<file path="src/ldp_pkg.sv">
// Shared constants, types and helper functions of the lidar depth projection block.
package ldp_pkg;

  localparam int IMAGE_WIDTH  = 1024;
  localparam int IMAGE_HEIGHT = 512;
  localparam int PIXELS       = IMAGE_WIDTH * IMAGE_HEIGHT;
  localparam int ADDR_W       = (PIXELS > 1) ? $clog2(PIXELS) : 1;
  localparam int X_W          = (IMAGE_WIDTH > 1) ? $clog2(IMAGE_WIDTH) : 1;
  localparam int Y_W          = (IMAGE_HEIGHT > 1) ? $clog2(IMAGE_HEIGHT) : 1;

  localparam int ACT_W      = 2;
  localparam int PT_W       = 24;
  localparam int INT_W      = 17;
  localparam int COL_W      = 10;
  localparam int ROW_W      = 9;
  localparam int STATUS_W   = 2;
  localparam int VAL_W      = 16;
  localparam int COEF_W     = 32;
  localparam int REG_W      = 64;
  localparam int NUM_REGS   = 8;
  localparam int REG_IDX_W  = 3;
  localparam int PROD_W     = COEF_W + PT_W;
  localparam int ACC_W      = 58;
  localparam int DIV_W      = 60;
  localparam int DEPTH_FRAC = 24;
  localparam int WORD_W     = 2 * VAL_W;

  typedef logic [NUM_REGS-1:0][REG_W-1:0] coef_regs_t;
  typedef logic signed [ACC_W-1:0] acc_t;

  typedef enum logic [1:0] {
    ACT_PROJECT = 2'd0,
    ACT_READ    = 2'd1,
    ACT_CLEAR   = 2'd2,
    ACT_UNUSED  = 2'd3
  } action_e;

  typedef enum logic [1:0] {
    STATUS_OUTSIDE = 2'd0,
    STATUS_NONPOS  = 2'd1,
    STATUS_KEPT    = 2'd2,
    STATUS_DONE    = 2'd3
  } status_e;

  typedef enum logic [3:0] {
    S_CLEAR,
    S_IDLE,
    S_MAC,
    S_DIVU,
    S_DIVV,
    S_RDREQ,
    S_RD,
    S_CLRPIX,
    S_RESULT
  } state_e;

  typedef struct packed {
    logic              req;
    logic              we;
    logic [ADDR_W-1:0] addr;
    logic [WORD_W-1:0] wdata;
  } zb_req_t;

  function automatic logic [ACC_W-1:0] mag(acc_t a);
    logic [ACC_W-1:0] r;
    r = a[ACC_W-1] ? ACC_W'(-a) : ACC_W'(a);
    return r;
  endfunction

endpackage

</file>
<file path="src/ldp_mac.sv">
// Shared multiplier that evaluates the four projection rows over twelve products.
module ldp_mac (
  input  logic                            clk_i,
  input  logic                            rst_ni,
  input  logic                            start_i,
  input  ldp_pkg::coef_regs_t             coef_i,
  input  logic signed [ldp_pkg::PT_W-1:0] x_i,
  input  logic signed [ldp_pkg::PT_W-1:0] y_i,
  input  logic signed [ldp_pkg::PT_W-1:0] z_i,
  output ldp_pkg::acc_t                   u_o,
  output ldp_pkg::acc_t                   v_o,
  output ldp_pkg::acc_t                   w_o,
  output ldp_pkg::acc_t                   d_o,
  output logic                            done_o
);

  logic                                issue_q;
  logic [1:0]                          row_q;
  logic [1:0]                          term_q;
  logic                                prod_vld_q;
  logic                                prod_last_q;
  logic [1:0]                          prod_row_q;
  logic                                done_q;
  logic signed [ldp_pkg::PROD_W-1:0]   prod_q;
  ldp_pkg::acc_t                       acc_q [4];

  logic [ldp_pkg::REG_IDX_W-1:0]       sel;
  logic [ldp_pkg::REG_W-1:0]           word;
  logic signed [ldp_pkg::COEF_W-1:0]   cf;
  logic signed [ldp_pkg::PT_W-1:0]     pt;
  logic signed [ldp_pkg::PROD_W-1:0]   product;
  logic                                last;

  always_comb begin
    sel  = {row_q, (term_q == 2'd2)};
    word = coef_i[sel];
    cf   = (term_q == 2'd1) ? word[ldp_pkg::REG_W-1:ldp_pkg::COEF_W]
                            : word[ldp_pkg::COEF_W-1:0];
    case (term_q)
      2'd0:    pt = x_i;
      2'd1:    pt = y_i;
      default: pt = z_i;
    endcase
    product = cf * pt;
    last    = (row_q == 2'd3) && (term_q == 2'd2);
  end

  always_ff @(posedge clk_i or negedge rst_ni) begin
    if (!rst_ni) begin
      issue_q     <= 1'b0;
      row_q       <= 2'd0;
      term_q      <= 2'd0;
      prod_vld_q  <= 1'b0;
      prod_last_q <= 1'b0;
      prod_row_q  <= 2'd0;
      done_q      <= 1'b0;
    end else begin
      done_q     <= prod_vld_q && prod_last_q;
      prod_vld_q <= issue_q;
      if (start_i) begin
        issue_q <= 1'b1;
        row_q   <= 2'd0;
        term_q  <= 2'd0;
      end else if (issue_q) begin
        prod_row_q  <= row_q;
        prod_last_q <= last;
        if (term_q == 2'd2) begin
          term_q <= 2'd0;
          row_q  <= row_q + 2'd1;
        end else begin
          term_q <= term_q + 2'd1;
        end
        if (last) begin
          issue_q <= 1'b0;
        end
      end
    end
  end

  // The offset enters first, scaled from Q16.16 to the Q.24 accumulator.
  always_ff @(posedge clk_i) begin
    if (issue_q) begin
      prod_q <= product;
    end
    if (start_i) begin
      for (int r = 0; r < 4; r++) begin
        acc_q[r] <= {{(ldp_pkg::ACC_W-ldp_pkg::COEF_W-8){coef_i[2*r+1][ldp_pkg::REG_W-1]}},
                     coef_i[2*r+1][ldp_pkg::REG_W-1:ldp_pkg::COEF_W], 8'd0};
      end
    end else if (prod_vld_q) begin
      acc_q[prod_row_q] <= acc_q[prod_row_q] + ldp_pkg::ACC_W'(prod_q);
    end
  end

  assign u_o    = acc_q[0];
  assign v_o    = acc_q[1];
  assign w_o    = acc_q[2];
  assign d_o    = acc_q[3];
  assign done_o = done_q;

endmodule

</file>
<file path="config.mk">
export PLATFORM = sky130hd
export DESIGN_NAME = ldp_mac
export DESIGN_NICKNAME = d
export VERILOG_FILES = /design/src/ldp_pkg.sv /design/src/ldp_mac.sv
export SDC_FILE = /design/constraint.sdc
export NUM_CORES = 2
export LEC_CHECK = 0
export BUFFER_PORTS_ARGS = -buffer_cell sky130_fd_sc_hd__clkbuf_2
export CELL_PAD_IN_SITES_DETAIL_PLACEMENT = 1
export CELL_PAD_IN_SITES_GLOBAL_PLACEMENT = 2
export CORE_MARGIN = 2
export CORE_UTILIZATION = 40
export DETAILED_ROUTE_END_ITERATION = 10
export PLACE_DENSITY = 0.89
export SLEW_MARGIN = 20
export SYNTH_ARGS = -nofsm -noshare
export SYNTH_HDL_FRONTEND = slang
export SYNTH_SLANG_ARGS = --single-unit
</file>
<file path="constraint.sdc">
create_clock -name clk_i -period 12.99 [get_ports clk_i]
set_input_delay 0.6495 -clock clk_i [delete_from_list [all_inputs] [get_ports clk_i]]
set_output_delay 0.6495 -clock clk_i [all_outputs]
set_load 0.01 [all_outputs]
</file>
==> impl_results.md <==
- Insertion delay of the later-clocked pin in the worst-skew pair: 0.61 ns
- Io pins: 820
- Inserted Clock Buffers: 29
- Routed WL per cell: 34.2 um
- Setup TNS: 0 ns
- Crit share post-route: 81.1%
- Fraction of synthesized cell area taken by the top area cell type: 33.0%
- Max Buffers Root-to-Sink: 3
- Post-synthesis cell count: 4817
- Fin Hold WS: 0.338 ns
- Count of port buffers added during placement: 819
- Cell depth of the worst hold path: 3
- Top delay family on crit path: adder cells
- Number of warning messages in the yosys log: 0
- Stage delay of the slowest cell on the critical path: 0.70 ns
- Final worst path period need: 10.54 ns
- Source of the worst hold timing path: coef_i[510]
- Maximum fanout along the worst path: 98
- Class of the tightest hold or removal check: input port to flop
- Slew of the pin with the lowest slew margin: 1.20 ns
- Vertical extent of the die: 349 um
- Buffering stage count on the worst path with inverters included: 6
- Source of the worst register-to-register timing path: term_q[0]$_DFFE_PN0P_
- Top achievable clock speed: 0.0949 GHz
- Routability Congestion: 1.03
- Nature of the critical path startpoint: flop
- Total Die Area: 122000 um^2
- Count of routing violations after the opening detailed-route iteration: 4377
- Worst Path Class, Setup: flop to flop
- Number of nets in the synthesized netlist: 6396
- Number of sinks handled by clock tree synthesis: 298
- Max-Cap Viols: 0
- Wire length of the first global-routing pass: 337 mm
- Data arrival time of the critical path: 10.90 ns
- Buffers inserted by post-CTS timing repair: 0
- Result of the run: finished, final reports clean
- Top post-synthesis cells by count: sky130_fd_sc_hd__inv_1, sky130_fd_sc_hd__fa_1, sky130_fd_sc_hd__nand2_1
- Dominant cells by area after synthesis: sky130_fd_sc_hd__fa_1, sky130_fd_sc_hd__edfxtp_1, sky130_fd_sc_hd__mux4_2
- Post-synth cell types: 84
- Fraction of layout cells with a size suffix above 1: 22.6%
- Site row count: 126
- DR pass1 iterations: 6
- Count of unresolved DRC violations after routing: 0
- Number of synthesized register bits: 298
- Initial core utilization: 40.3%
- Number of antenna violations at the first check in global routing: 54
- Cell area after technology mapping: 47600 um^2
- Final setup fails: 0
- Ys async rst share: 3.36%
- Cell area after layout: 54400 um^2
- Vias in the first global route: 45000
- Worst Hold Path EP: acc_q[3][38]$_DFFE_PP_
- Syn-to-layout area delta: 14.4%
- Overall routed net length: 242 mm
- Clock root cell: sky130_fd_sc_hd__clkbuf_16
- Clk pin slew, worst setup/hold paths: 0.07 ns
- Final-report hold violation count: 0
- Post-placement cell area: 53400 um^2
- Post-synth top area cell: sky130_fd_sc_hd__fa_1
- Reg-to-reg setup timing slack: 2.45 ns
- Slowest library cell on the worst path: sky130_fd_sc_hd__dfrtp_2
- Placed wire-length estimate after detailed placement: 198 mm
- Vias per cell: 5.96
- Core Footprint: 118000 um^2
- Reg2Reg Depth: 29
- Maximum number of pins on one net before global-route repair: 103
- Setup repair after global routing missed its margin: no
- Capture instance of the worst register-to-register path: prod_q[54]$_DFFE_PP_
- Required time of the critical path: 13.34 ns
- Via total after detailed routing: 42100
- Final max-slew violation count: 0
- TritonCTS clock tree: yes
- Number of flops mapped to enable cells by yosys: 288
- Global route total overflow: 0
- Most Frequent Cell on Critical Path: sky130_fd_sc_hd__fa_1
- CTS Hold Bufs: 1
- Final ANT Viol Nets: 0
- Critical Path End Type: flop
- Overall global routing resource usage: 39.6%
- Post-layout net count: 7057
- H-tree lvl count: 1
- Synthesized area per cell: 9.88 um^2
- Most used flip-flop cell after synthesis: sky130_fd_sc_hd__edfxtp_1
- Top-count cell post-synth: sky130_fd_sc_hd__inv_1
- Die X: 349 um
- Count of cells resized by post-cts repair: 0
- Worst slew margin relative to its limit: 20.2%
- Post-synthesis sequential area ratio: 18.7%
- Worst setup skew after layout: 0.0166 ns
-- sequential cells by signal, indices dropped and copies added (netlist names) --
signal,count
done_o,1
acc_q,232
prod_last_q,1
prod_vld_q,1
term_q,2
issue_q,1
prod_q,56
prod_row_q,2
row_q,2
-- kinds of logic after synthesis --
| group | Yosys count | synth area share [%] |
|---|---|---|
| adders and majority gates | 992 | 38.5 |
| xor gates and xnor gates | 105 | 1.93 |
| muxes | 232 | 10.1 |
| and+or+nand+nor | 1417 | 13.0 |
| buffers and inverters | 1121 | 9.06 |
| DFF | 298 | 18.7 |
| AOI/OAI and AO/OA | 652 | 8.75 |
-- worst min-delay path, delay by kind of cell --
kind | cells | cell delay, ns
AOI/OAI and AO/OA | 1 | 0.06
buffers and inverters | 1 | 0.09
and+or+nand+nor | 1 | 0.04
-- placed cells by master, fill, tap and decap left out, types with 31 or more instances in the layout --
cell,count
sky130_fd_sc_hd__fa_1,784
sky130_fd_sc_hd__nor2_1,413
sky130_fd_sc_hd__nand3_1,65
sky130_fd_sc_hd__diode_2,33
sky130_fd_sc_hd__xnor2_1,57
sky130_fd_sc_hd__o21ai_0,166
sky130_fd_sc_hd__inv_1,846
sky130_fd_sc_hd__o21a_1,41
sky130_fd_sc_hd__nor2b_1,81
sky130_fd_sc_hd__a21oi_1,146
sky130_fd_sc_hd__mux4_2,196
sky130_fd_sc_hd__a21o_1,65
sky130_fd_sc_hd__xor2_1,48
sky130_fd_sc_hd__and3_1,31
sky130_fd_sc_hd__nand2b_1,48
sky130_fd_sc_hd__buf_4,83
sky130_fd_sc_hd__and2_1,50
sky130_fd_sc_hd__o21ai_1,48
sky130_fd_sc_hd__clkbuf_2,819
sky130_fd_sc_hd__nand2_1,631
sky130_fd_sc_hd__ha_1,208
sky130_fd_sc_hd__edfxtp_1,288
-- worst max path at each step --
stage	from	slack (ns)	end	depth (start not counted)
after global placement	term_q[0]$_DFFE_PN0P_	2.64	prod_q[40]$_DFFE_PP_	27
after detailed placement	term_q[0]$_DFFE_PN0P_	2.54	prod_q[54]$_DFFE_PP_	29
after floorplan	term_q[0]$_DFFE_PN0P_	4.70	prod_q[52]$_DFFE_PP_	33
after global routing	term_q[0]$_DFFE_PN0P_	2.04	prod_q[50]$_DFFE_PP_	29
final	term_q[0]$_DFFE_PN0P_	2.45	prod_q[54]$_DFFE_PP_	29
after CTS	term_q[0]$_DFFE_PN0P_	2.50	prod_q[50]$_DFFE_PP_	29
-- final cells by class --
type,instances,area [um^2]
Fill cell,13600,63700
Multi-Input combinational cell,3398,34600
Sequential cell,298,8910
Timing Repair Buffer,905,4770
Inverter,846,3180
Tap cell,1536,1920
Clock buffer,34,744
Clock inverter,19,203
Antenna cell,33,82.6
-- stage by stage --
step | worst slack (ns) | std cells | util [%]
after floorplan | 4.70 | 4817 | -
after global placement | 2.64 | 6982 | 45.2
after detailed placement | 2.54 | 6982 | 45.2
after CTS | 2.50 | 7036 | 46.0
final | 2.45 | 7069 | 46.1
after global routing | 2.04 | 7056 | 46.1
-- per-layer routing --
metal	track usage [%]	up-vias	wire length, um
met1	47.0	22000	85200
met2	61.6	2554	108000
met4	28.2	16	20700
li1	-	17000	-
met5	0	-	115
met3	11.6	624	27300
Power is left out: the tool's default activity adds up to more than one toggle a clock period on the data nets, which glitch-free logic cannot reach.
