File: src/ldp_pkg.sv
// Shared constants, types and helper functions of the lidar depth projection block.
package ldp_pkg;

  localparam int IMAGE_WIDTH  = 1024;
  localparam int IMAGE_HEIGHT = 512;
  localparam int PIXELS       = IMAGE_WIDTH * IMAGE_HEIGHT;
  localparam int ADDR_W       = (PIXELS > 1) ? $clog2(PIXELS) : 1;
  localparam int X_W          = (IMAGE_WIDTH > 1) ? $clog2(IMAGE_WIDTH) : 1;
  localparam int Y_W          = (IMAGE_HEIGHT > 1) ? $clog2(IMAGE_HEIGHT) : 1;

  localparam int ACT_W      = 2;
  localparam int PT_W       = 24;
  localparam int INT_W      = 17;
  localparam int COL_W      = 10;
  localparam int ROW_W      = 9;
  localparam int STATUS_W   = 2;
  localparam int VAL_W      = 16;
  localparam int COEF_W     = 32;
  localparam int REG_W      = 64;
  localparam int NUM_REGS   = 8;
  localparam int REG_IDX_W  = 3;
  localparam int PROD_W     = COEF_W + PT_W;
  localparam int ACC_W      = 58;
  localparam int DIV_W      = 60;
  localparam int DEPTH_FRAC = 24;
  localparam int WORD_W     = 2 * VAL_W;

  typedef logic [NUM_REGS-1:0][REG_W-1:0] coef_regs_t;
  typedef logic signed [ACC_W-1:0] acc_t;

  typedef enum logic [1:0] {
    ACT_PROJECT = 2'd0,
    ACT_READ    = 2'd1,
    ACT_CLEAR   = 2'd2,
    ACT_UNUSED  = 2'd3
  } action_e;

  typedef enum logic [1:0] {
    STATUS_OUTSIDE = 2'd0,
    STATUS_NONPOS  = 2'd1,
    STATUS_KEPT    = 2'd2,
    STATUS_DONE    = 2'd3
  } status_e;

  typedef enum logic [3:0] {
    S_CLEAR,
    S_IDLE,
    S_MAC,
    S_DIVU,
    S_DIVV,
    S_RDREQ,
    S_RD,
    S_CLRPIX,
    S_RESULT
  } state_e;

  typedef struct packed {
    logic              req;
    logic              we;
    logic [ADDR_W-1:0] addr;
    logic [WORD_W-1:0] wdata;
  } zb_req_t;

  function automatic logic [ACC_W-1:0] mag(acc_t a);
    logic [ACC_W-1:0] r;
    r = a[ACC_W-1] ? ACC_W'(-a) : ACC_W'(a);
    return r;
  endfunction

endpackage

File: src/ldp_div.sv
// Radix-2 restoring divider, one quotient bit per cycle.
module ldp_div (
  input  logic                       clk_i,
  input  logic                       rst_ni,
  input  logic                       start_i,
  input  logic [ldp_pkg::DIV_W-1:0]  num_i,
  input  logic [ldp_pkg::DIV_W-1:0]  den_i,
  output logic [ldp_pkg::DIV_W-1:0]  quo_o,
  output logic                       done_o
);

  localparam int CNT_W = $clog2(ldp_pkg::DIV_W + 1);

  logic                        busy_q;
  logic                        done_q;
  logic [CNT_W-1:0]            cnt_q;
  logic [ldp_pkg::DIV_W:0]     rem_q;
  logic [ldp_pkg::DIV_W-1:0]   quo_q;
  logic [ldp_pkg::DIV_W-1:0]   den_q;

  logic [ldp_pkg::DIV_W:0]     trial;
  logic                        ge;

  always_comb begin
    trial = {rem_q[ldp_pkg::DIV_W-1:0], quo_q[ldp_pkg::DIV_W-1]};
    ge    = trial >= {1'b0, den_q};
  end

  always_ff @(posedge clk_i or negedge rst_ni) begin
    if (!rst_ni) begin
      busy_q <= 1'b0;
      done_q <= 1'b0;
      cnt_q  <= '0;
    end else begin
      done_q <= 1'b0;
      if (start_i) begin
        busy_q <= 1'b1;
        cnt_q  <= CNT_W'(ldp_pkg::DIV_W);
      end else if (busy_q) begin
        cnt_q <= cnt_q - CNT_W'(1);
        if (cnt_q == CNT_W'(1)) begin
          busy_q <= 1'b0;
          done_q <= 1'b1;
        end
      end
    end
  end

  always_ff @(posedge clk_i) begin
    if (start_i) begin
      rem_q <= '0;
      quo_q <= num_i;
      den_q <= den_i;
    end else if (busy_q) begin
      rem_q <= ge ? (trial - {1'b0, den_q}) : trial;
      quo_q <= {quo_q[ldp_pkg::DIV_W-2:0], ge};
    end
  end

  assign quo_o  = quo_q;
  assign done_o = done_q;

endmodule

File: config.mk
export PLATFORM = sky130hd
export DESIGN_NAME = ldp_div
export DESIGN_NICKNAME = d
export VERILOG_FILES = /design/src/ldp_pkg.sv /design/src/ldp_div.sv
export SDC_FILE = /design/constraint.sdc
export NUM_CORES = 1
export LEC_CHECK = 0
export ABC_CLOCK_PERIOD_IN_PS = 3400
export CAP_MARGIN = 10
export CORE_MARGIN = 2
export CORE_UTILIZATION = 55
export CTS_BUF_LIST = sky130_fd_sc_hd__clkbuf_4 sky130_fd_sc_hd__clkbuf_8 sky130_fd_sc_hd__clkbuf_16
export CTS_CLUSTER_DIAMETER = 150
export CTS_CLUSTER_SIZE = 28
export DETAILED_ROUTE_END_ITERATION = 6
export DONT_BUFFER_PORTS = 1
export GPL_TIMING_DRIVEN = 0
export PLACE_DENSITY = 0.7
export SLEW_MARGIN = 30
export SYNTH_ARGS = -nofsm -noshare
export SYNTH_HDL_FRONTEND = slang
export SYNTH_SLANG_ARGS = --single-unit
File: constraint.sdc
create_clock -name clk_i -period 3.4 [get_ports clk_i]
set_input_delay 0.68 -clock clk_i [delete_from_list [all_inputs] [get_ports clk_i]]
set_output_delay 0.68 -clock clk_i [all_outputs]
set_load 0.05 [all_outputs]
==> metrics.cfg, run 1 <==
[outcome]
violations=negative setup slack
status=finished, violations left

[place]
dp_hpwl_um=21200
port_buffers=0
gp_congestion=0.917
pre_cts_slack_ps=-701

[synth]
synthFlopType=edfxtp_1
ys_seq_elements=188
synth_most_common_cell=edfxtp_1
synth_edf_count=120
yosysSeqAreaShare=0.451
syn_inst=1135
yosys.area.top_type=edfxtp_1
ys_types=68
syn_nets=1321
async_flop_share=0.0426
synth_top_area_frac=0.325
syn_area_um2=11100
syn_area_per_cell_um2=9.77
synthTopCellsByArea=edfxtp_1, dfxtp_1, ha_1, mux2_2, a21oi_1
ys_top_cells_by_count=edfxtp_1, nor2_1, a21oi_1, inv_1, nand2_1
ys_warn_count=0

[routing]
drc=0
vias=8861
wl_per_cell_um=20.5
routed_wirelength_um=29700
drtPass1Iterations=5
drt_iter0_drc=743
vias_per_cell=6.11
ant_nets=0

[sta]
fin_crit_ps=3410
setup_viol=1
worst_pin_slew_ps=909
holdWs_ps=318
drv_slew=0
relSlewSlack=0.394
rsz0062_at_grt=yes
tns_ps=-7.86
layout_setup_ws_ps=-7.86
fin_crit_sh=1.00
final_hold_viol_count=0
max_freq_ghz=0.293
finalClockSkew_ps=16.4

[floorplanning]
die_area_um2=21300
die_h_um=146
core_area_um2=19700
start_util=0.564
fp.dieW_um=146
rows=51
pin_count=184

[setup_path]
cp.required_ps=3790
cp-end-kind=register
crit_arrival_ps=3800
crit_type=reg -> reg
cp-start-kind=register
worst-path-max-fanout=4

[final_layout]
area_delta_synth_final_pct=12.8
n_antenna_cell=0
layout-drive-gt1-share=0.148
layout.nets=1358
multi_input_area_um2=5740
fillerInstances=1727
seqCellArea_um2=5000

[power_and_ir_drop]
finalPower_mw=5.60
vdd_drop_max_v=0.000477
leakage_nw=5.13
p_per_area_nw_per_um2=448

[global_route]
grt-ovfl-total=0
grt_pass1_wl_um=46200
grtUsageTotal=0.274
antenna_found_initial=0
grt_max_degree=63
grt_pass1_vias=8630

[job]
cap_violations=0

[clock_network]
cts_buffer_depth=2
cts_tree=done
insertion_delay_ps=450
cts_root_buf=clkbuf_16
cts_made_buffers=17
cts_max_level=4
path_clk_slew_ps=90
cts.sinks=188

[hold_path]
hold_path_class=in -> reg

[what timing repair did]
item                                   4_1_cts  5_1_grt
pin swaps                                   14       19
cloned                                       0        0
hold buffers                                 1        0
buffers inserted                            14        3
gates resized for setup                     35       37
setup endpoints to repair                   61       61
endpoints found under the hold margin        8        0
[final timing paths]
check / startpoint / end / slack, ps / cells after the start
setup / recovery: quo_o[59]$_DFFE_PP_ / rem_q[58]$_SDFFE_PP0P_ / -8 / 13
hold / removal: den_i[47] / den_q[47]$_DFFE_PP_ / 320 / 0
setup reg to reg: quo_o[59]$_DFFE_PP_ / rem_q[58]$_SDFFE_PP0P_ / -8 / 13
hold reg to reg: rem_q[2]$_SDFFE_PP0P_ / rem_q[2]$_SDFFE_PP0P_ / 490 / 2
max in group asynchronous: rst_ni / cnt_q[4]$_DFFE_PN0P_ / 2480 / 1
min in group asynchronous: rst_ni / cnt_q[5]$_DFFE_PN0P_ / 610 / 1
[metrics by stage]
step                      std cells  utilization  cell area, um^2
after detailed placement       1401        0.583            11500
after floorplan                1135            -            11100
after global placement         1400        0.581            11400
after global routing           1450        0.636            12500
after CTS                      1448        0.629            12400
final                          1450        0.636            12500
[final cells by class]
| cell class | count | share of cell area |
|---|---|---|
| Multi-Input combinational cell | 809 | 0.459 |
| Sequential cell | 188 | 0.400 |
| Clock buffer | 17 | 0.0340 |
| Tap cell | 265 | 0.0265 |
| Inverter | 81 | 0.0245 |
| Buffer | 56 | 0.0233 |
| Clock inverter | 15 | 0.0190 |
| Timing Repair Buffer | 19 | 0.0135 |
[cells in the final DEF, fill, tap and decap left out, types with 5 or more instances in the layout]
| cell | n |
|---|---|
| a21oi_1 | 99 |
| o21ai_0 | 43 |
| nand3_1 | 14 |
| clkbuf_1 | 40 |
| nand2_1 | 64 |
| o21bai_1 | 13 |
| buf_6 | 6 |
| and3_1 | 10 |
| xnor2_1 | 30 |
| clkbuf_16 | 17 |
| edfxtp_1 | 120 |
| ha_1 | 60 |
| inv_1 | 80 |
| nand2b_1 | 13 |
| buf_2 | 5 |
| mux2_2 | 59 |
| mux2i_1 | 11 |
| a21o_1 | 24 |
| clkinv_8 | 9 |
| a211oi_1 | 36 |
| nor3_1 | 20 |
| dfxtp_1 | 60 |
| buf_4 | 19 |
| nand4_1 | 20 |
| and2_1 | 9 |
| a31oi_1 | 11 |
| o31a_1 | 8 |
| o21a_1 | 10 |
| xor2_1 | 25 |
| dfrtp_1 | 8 |
| a21boi_0 | 5 |
| nor2b_1 | 8 |
| nor2_1 | 116 |
[logic make-up (layout without fill, tap and decap cells)]
logic type,count (synthesis),in the layout,share of synthesized area
AOI/OAI and AO/OA,309,309,0.180
xor gates and xnor gates,55,55,0.0434
adders and majority gates,63,63,0.0717
buffers and inverters,138,188,0.0488
DFF,188,188,0.451
muxes,70,70,0.0698
and+or+nand+nor,312,312,0.135
[where the power goes]
group | internal, mW | total [mW] | switching (mW)
clock network | 1.09 | 2.16 | 1.06
registers | 2.59 | 2.95 | 0.354
logic | 0.210 | 0.495 | 0.285
total | 3.90 | 5.60 | 1.70
[sequential cells by signal (all words and copies together) (netlist names)]
name / cells
rem_q: 60
done_o: 1
quo_o: 60
den_q: 60
busy_q: 1
cnt_q: 6
[per-layer routing]
layer,global-route usage,vias to the layer above,wire [um]
li1,-,4217,-
met1,0.361,4187,12600
met2,0.443,408,13800
met3,0.0803,49,2690
met4,0.0767,0,684
met5,0,-,0
[worst max-delay path, cell delays in order (launching register included)]
cell and delay, ps:
edfxtp_1 670, inv_1 140, ha_2 190, fa_2 200
nor2b_2 60, o2111ai_2 230, nand2_2 100, a31o_4 250
a311o_4 350, a32o_2 280, and3_4 170, o31a_1 290
o311ai_2 240, and2_1 160
Note: power is estimated with default switching activity, not from simulation.
==> inputs of run 2 (changes only) <==
--- a/config.mk
+++ b/config.mk
@@ -6,6 +6,7 @@
 export NUM_CORES = 1
 export LEC_CHECK = 0
 export ABC_CLOCK_PERIOD_IN_PS = 3400
+export BUFFER_PORTS_ARGS = -buffer_cell sky130_fd_sc_hd__buf_2
 export CAP_MARGIN = 10
 export CORE_MARGIN = 2
 export CORE_UTILIZATION = 55
@@ -13,9 +14,8 @@
 export CTS_CLUSTER_DIAMETER = 150
 export CTS_CLUSTER_SIZE = 28
 export DETAILED_ROUTE_END_ITERATION = 6
-export DONT_BUFFER_PORTS = 1
 export GPL_TIMING_DRIVEN = 0
-export PLACE_DENSITY = 0.7
+export PLACE_DENSITY = 0.78
 export SLEW_MARGIN = 30
 export SYNTH_ARGS = -nofsm -noshare
 export SYNTH_HDL_FRONTEND = slang
==> metrics.cfg, run 2 (synthesis gave the netlist of run 1 again) <==
[outcome]
status=finished, final reports clean

[sta]
rsz0062_at_grt=yes
drv_slew=0  ; unchanged
layout_setup_ws_ps=142  ; +150 ps
final_hold_viol_count=0  ; unchanged
setup_viol=0  ; -1
finalClockSkew_ps=18.9  ; +2.50 ps
relSlewSlack=0.452  ; +0.0585
worst_pin_slew_ps=821  ; -87.7 ps
fin_crit_ps=3260  ; -150 ps
fin_crit_sh=0.958  ; -0.0440
max_freq_ghz=0.307  ; +4.6%

[global_route]
antenna_found_initial=1  ; +1
grt_max_degree=63  ; unchanged
grt_pass1_vias=9193  ; +6.5%
grtUsageTotal=0.284  ; +0.00943
grt-ovfl-total=0  ; unchanged
grt_pass1_wl_um=47800  ; +3.6%

[clock_network]
cts_root_buf=clkbuf_16
cts_made_buffers=17  ; unchanged
cts.sinks=188  ; unchanged
cts_max_level=4  ; unchanged
insertion_delay_ps=450  ; about the same
path_clk_slew_ps=80  ; about the same
cts_buffer_depth=2  ; unchanged
cts_tree=done

[routing]
ant_nets=0  ; unchanged
drtPass1Iterations=5  ; unchanged
wl_per_cell_um=18.9  ; -8.0%
routed_wirelength_um=30500  ; +2.6%
vias=9503  ; +7.2%
drc=0  ; unchanged
drt_iter0_drc=761  ; +2.4%
vias_per_cell=5.88  ; -3.8%

[final_layout]
mostFrequentLayoutCells=buf_2, edfxtp_1, nor2_1
fin_cells=1617  ; +12%
layout-drive-gt1-share=0.263  ; +0.115
area_delta_synth_final_pct=19.7
layout.nets=1525  ; +12%
n_antenna_cell=0  ; unchanged
final_common_cell=buf_2

[power_and_ir_drop]
p_comb_frac=0.164  ; +0.076
vdd_drop_max_v=0.000321  ; -33%
leakage_nw=5.74  ; +12%
clkPwrFrac=0.362  ; -0.023
finalPower_mw=5.61  ; +0.25%
seq_power_share=0.474  ; -0.052
internal_power_mw=3.90  ; about the same
p_per_area_nw_per_um2=423  ; -5.6%
switching_share=0.305  ; +0.00106
switchingPower_mw=1.71  ; +0.60%

[place]
dp_hpwl_um=22200  ; +4.5%
place_inst=1584  ; +13%
pre_cts_slack_ps=-586  ; +116 ps
port_buffers=183  ; +183
gp_congestion=0.975  ; +6.3%

[setup_path]
worst-path-max-fanout=10  ; +6
crit_arrival_ps=3560  ; -240 ps
crit_type=reg -> reg
cp-start-kind=register
cp-end-kind=register
cp.required_ps=3700  ; -90 ps
reg2reg_slack_ps=140  ; +150 ps

[floorplanning]
fp.dieW_um=146  ; unchanged
pin_count=184  ; unchanged
rows=51  ; unchanged
die_h_um=146  ; unchanged
core_area_um2=19700  ; unchanged
die_area_um2=21300  ; unchanged
start_util=0.564  ; unchanged

[hold_path]
hold_path_class=in -> async

[job]
cap_violations=0  ; unchanged

-- run 2: changes by cell type in the layout (fill, tap and decap cells not counted), moves of 2 or more --
cell / previous run / this run
clkbuf_1: 40 / 33
ha_4: 0 / 2
buf_4: 19 / 12
buf_2: 5 / 188
buf_8: 2 / 0
ha_1: 60 / 54
a21boi_1: 0 / 2
ha_2: 2 / 6
inv_8: 1 / 3
nor4_2: 4 / 2
clkinv_8: 9 / 7
-- run 2: area by class of cell --
class	instances	area, um^2
fillers	1611	6370
well taps	265	332
repair buffers	192	998
plain buffers	50	253
inverters	81	307
multi-input cells	809	5770
clock buffers	17	425
clock inverters	15	194
flip-flops and latches	188	5000
-- run 2: routing by layer --
metal  share of wire  wire length [um]  up-vias  GRT usage
met4           0.028               847        0      0.100
met5               0                 0        -          0
met3           0.083              2530       70     0.0684
met1            0.42             12900     4441      0.371
met2            0.47             14200      439      0.463
li1                -                 -     4553          -
-- run 2: final timing paths --
kind,cells past startpoint,end,start
max,14,rem_q[54]$_SDFFE_PP0P_,den_q[57]$_DFFE_PP_
min,1,cnt_q[2]$_DFFE_PN0P_,rst_ni
max reg2reg,14,rem_q[54]$_SDFFE_PP0P_,den_q[57]$_DFFE_PP_
min reg2reg,2,rem_q[11]$_SDFFE_PP0P_,rem_q[11]$_SDFFE_PP0P_
max in group asynchronous,1,cnt_q[5]$_DFFE_PN0P_,rst_ni
min in group clk_i,1,den_q[50]$_DFFE_PP_,den_i[50]
-- run 2: through the flow --
step	hold WS (ps)	util	instance area (um^2)	TNS, ps
global route	57.1	0.676	13300	-57.8
detailed placement	477	0.629	12400	-29080
CTS	58.0	0.667	13100	0
finish	63.9	0.676	13300	0
global placement	471	0.628	12300	-125440
floorplan	384	-	11100	0
-- run 2: power groups by stage --
stage / clock [mW] / sequential [mW] / combinational [mW]
after global routing: 2.14 / 2.67 / 0.989
after floorplan: 0 / 2.96 / 0.371
after detailed placement: 0 / 2.71 / 0.896
after global placement: 0 / 2.71 / 0.879
final: 2.03 / 2.66 / 0.923
after CTS: 2.06 / 2.66 / 0.906
-- run 2: timing repair --
item,CTS,global route
pin swaps,4,9
gates resized for setup,21,53
buffers inserted,5,3
setup endpoints to repair,61,61
endpoints found under the hold margin,0,0
hold buffers,0,0
-- run 2: worst max-delay path: stages, from the launching register on --
cell	delay (ps)
edfxtp_1	340
inv_1	70
ha_2	390
and4b_2	290
nand4_1	140
nor4_2	340
nand2_1	90
o31a_1	300
and3_1	150
a21o_1	180
buf_2	160
buf_4	200
and3_1	200
a21oi_1	140
o32ai_2	100
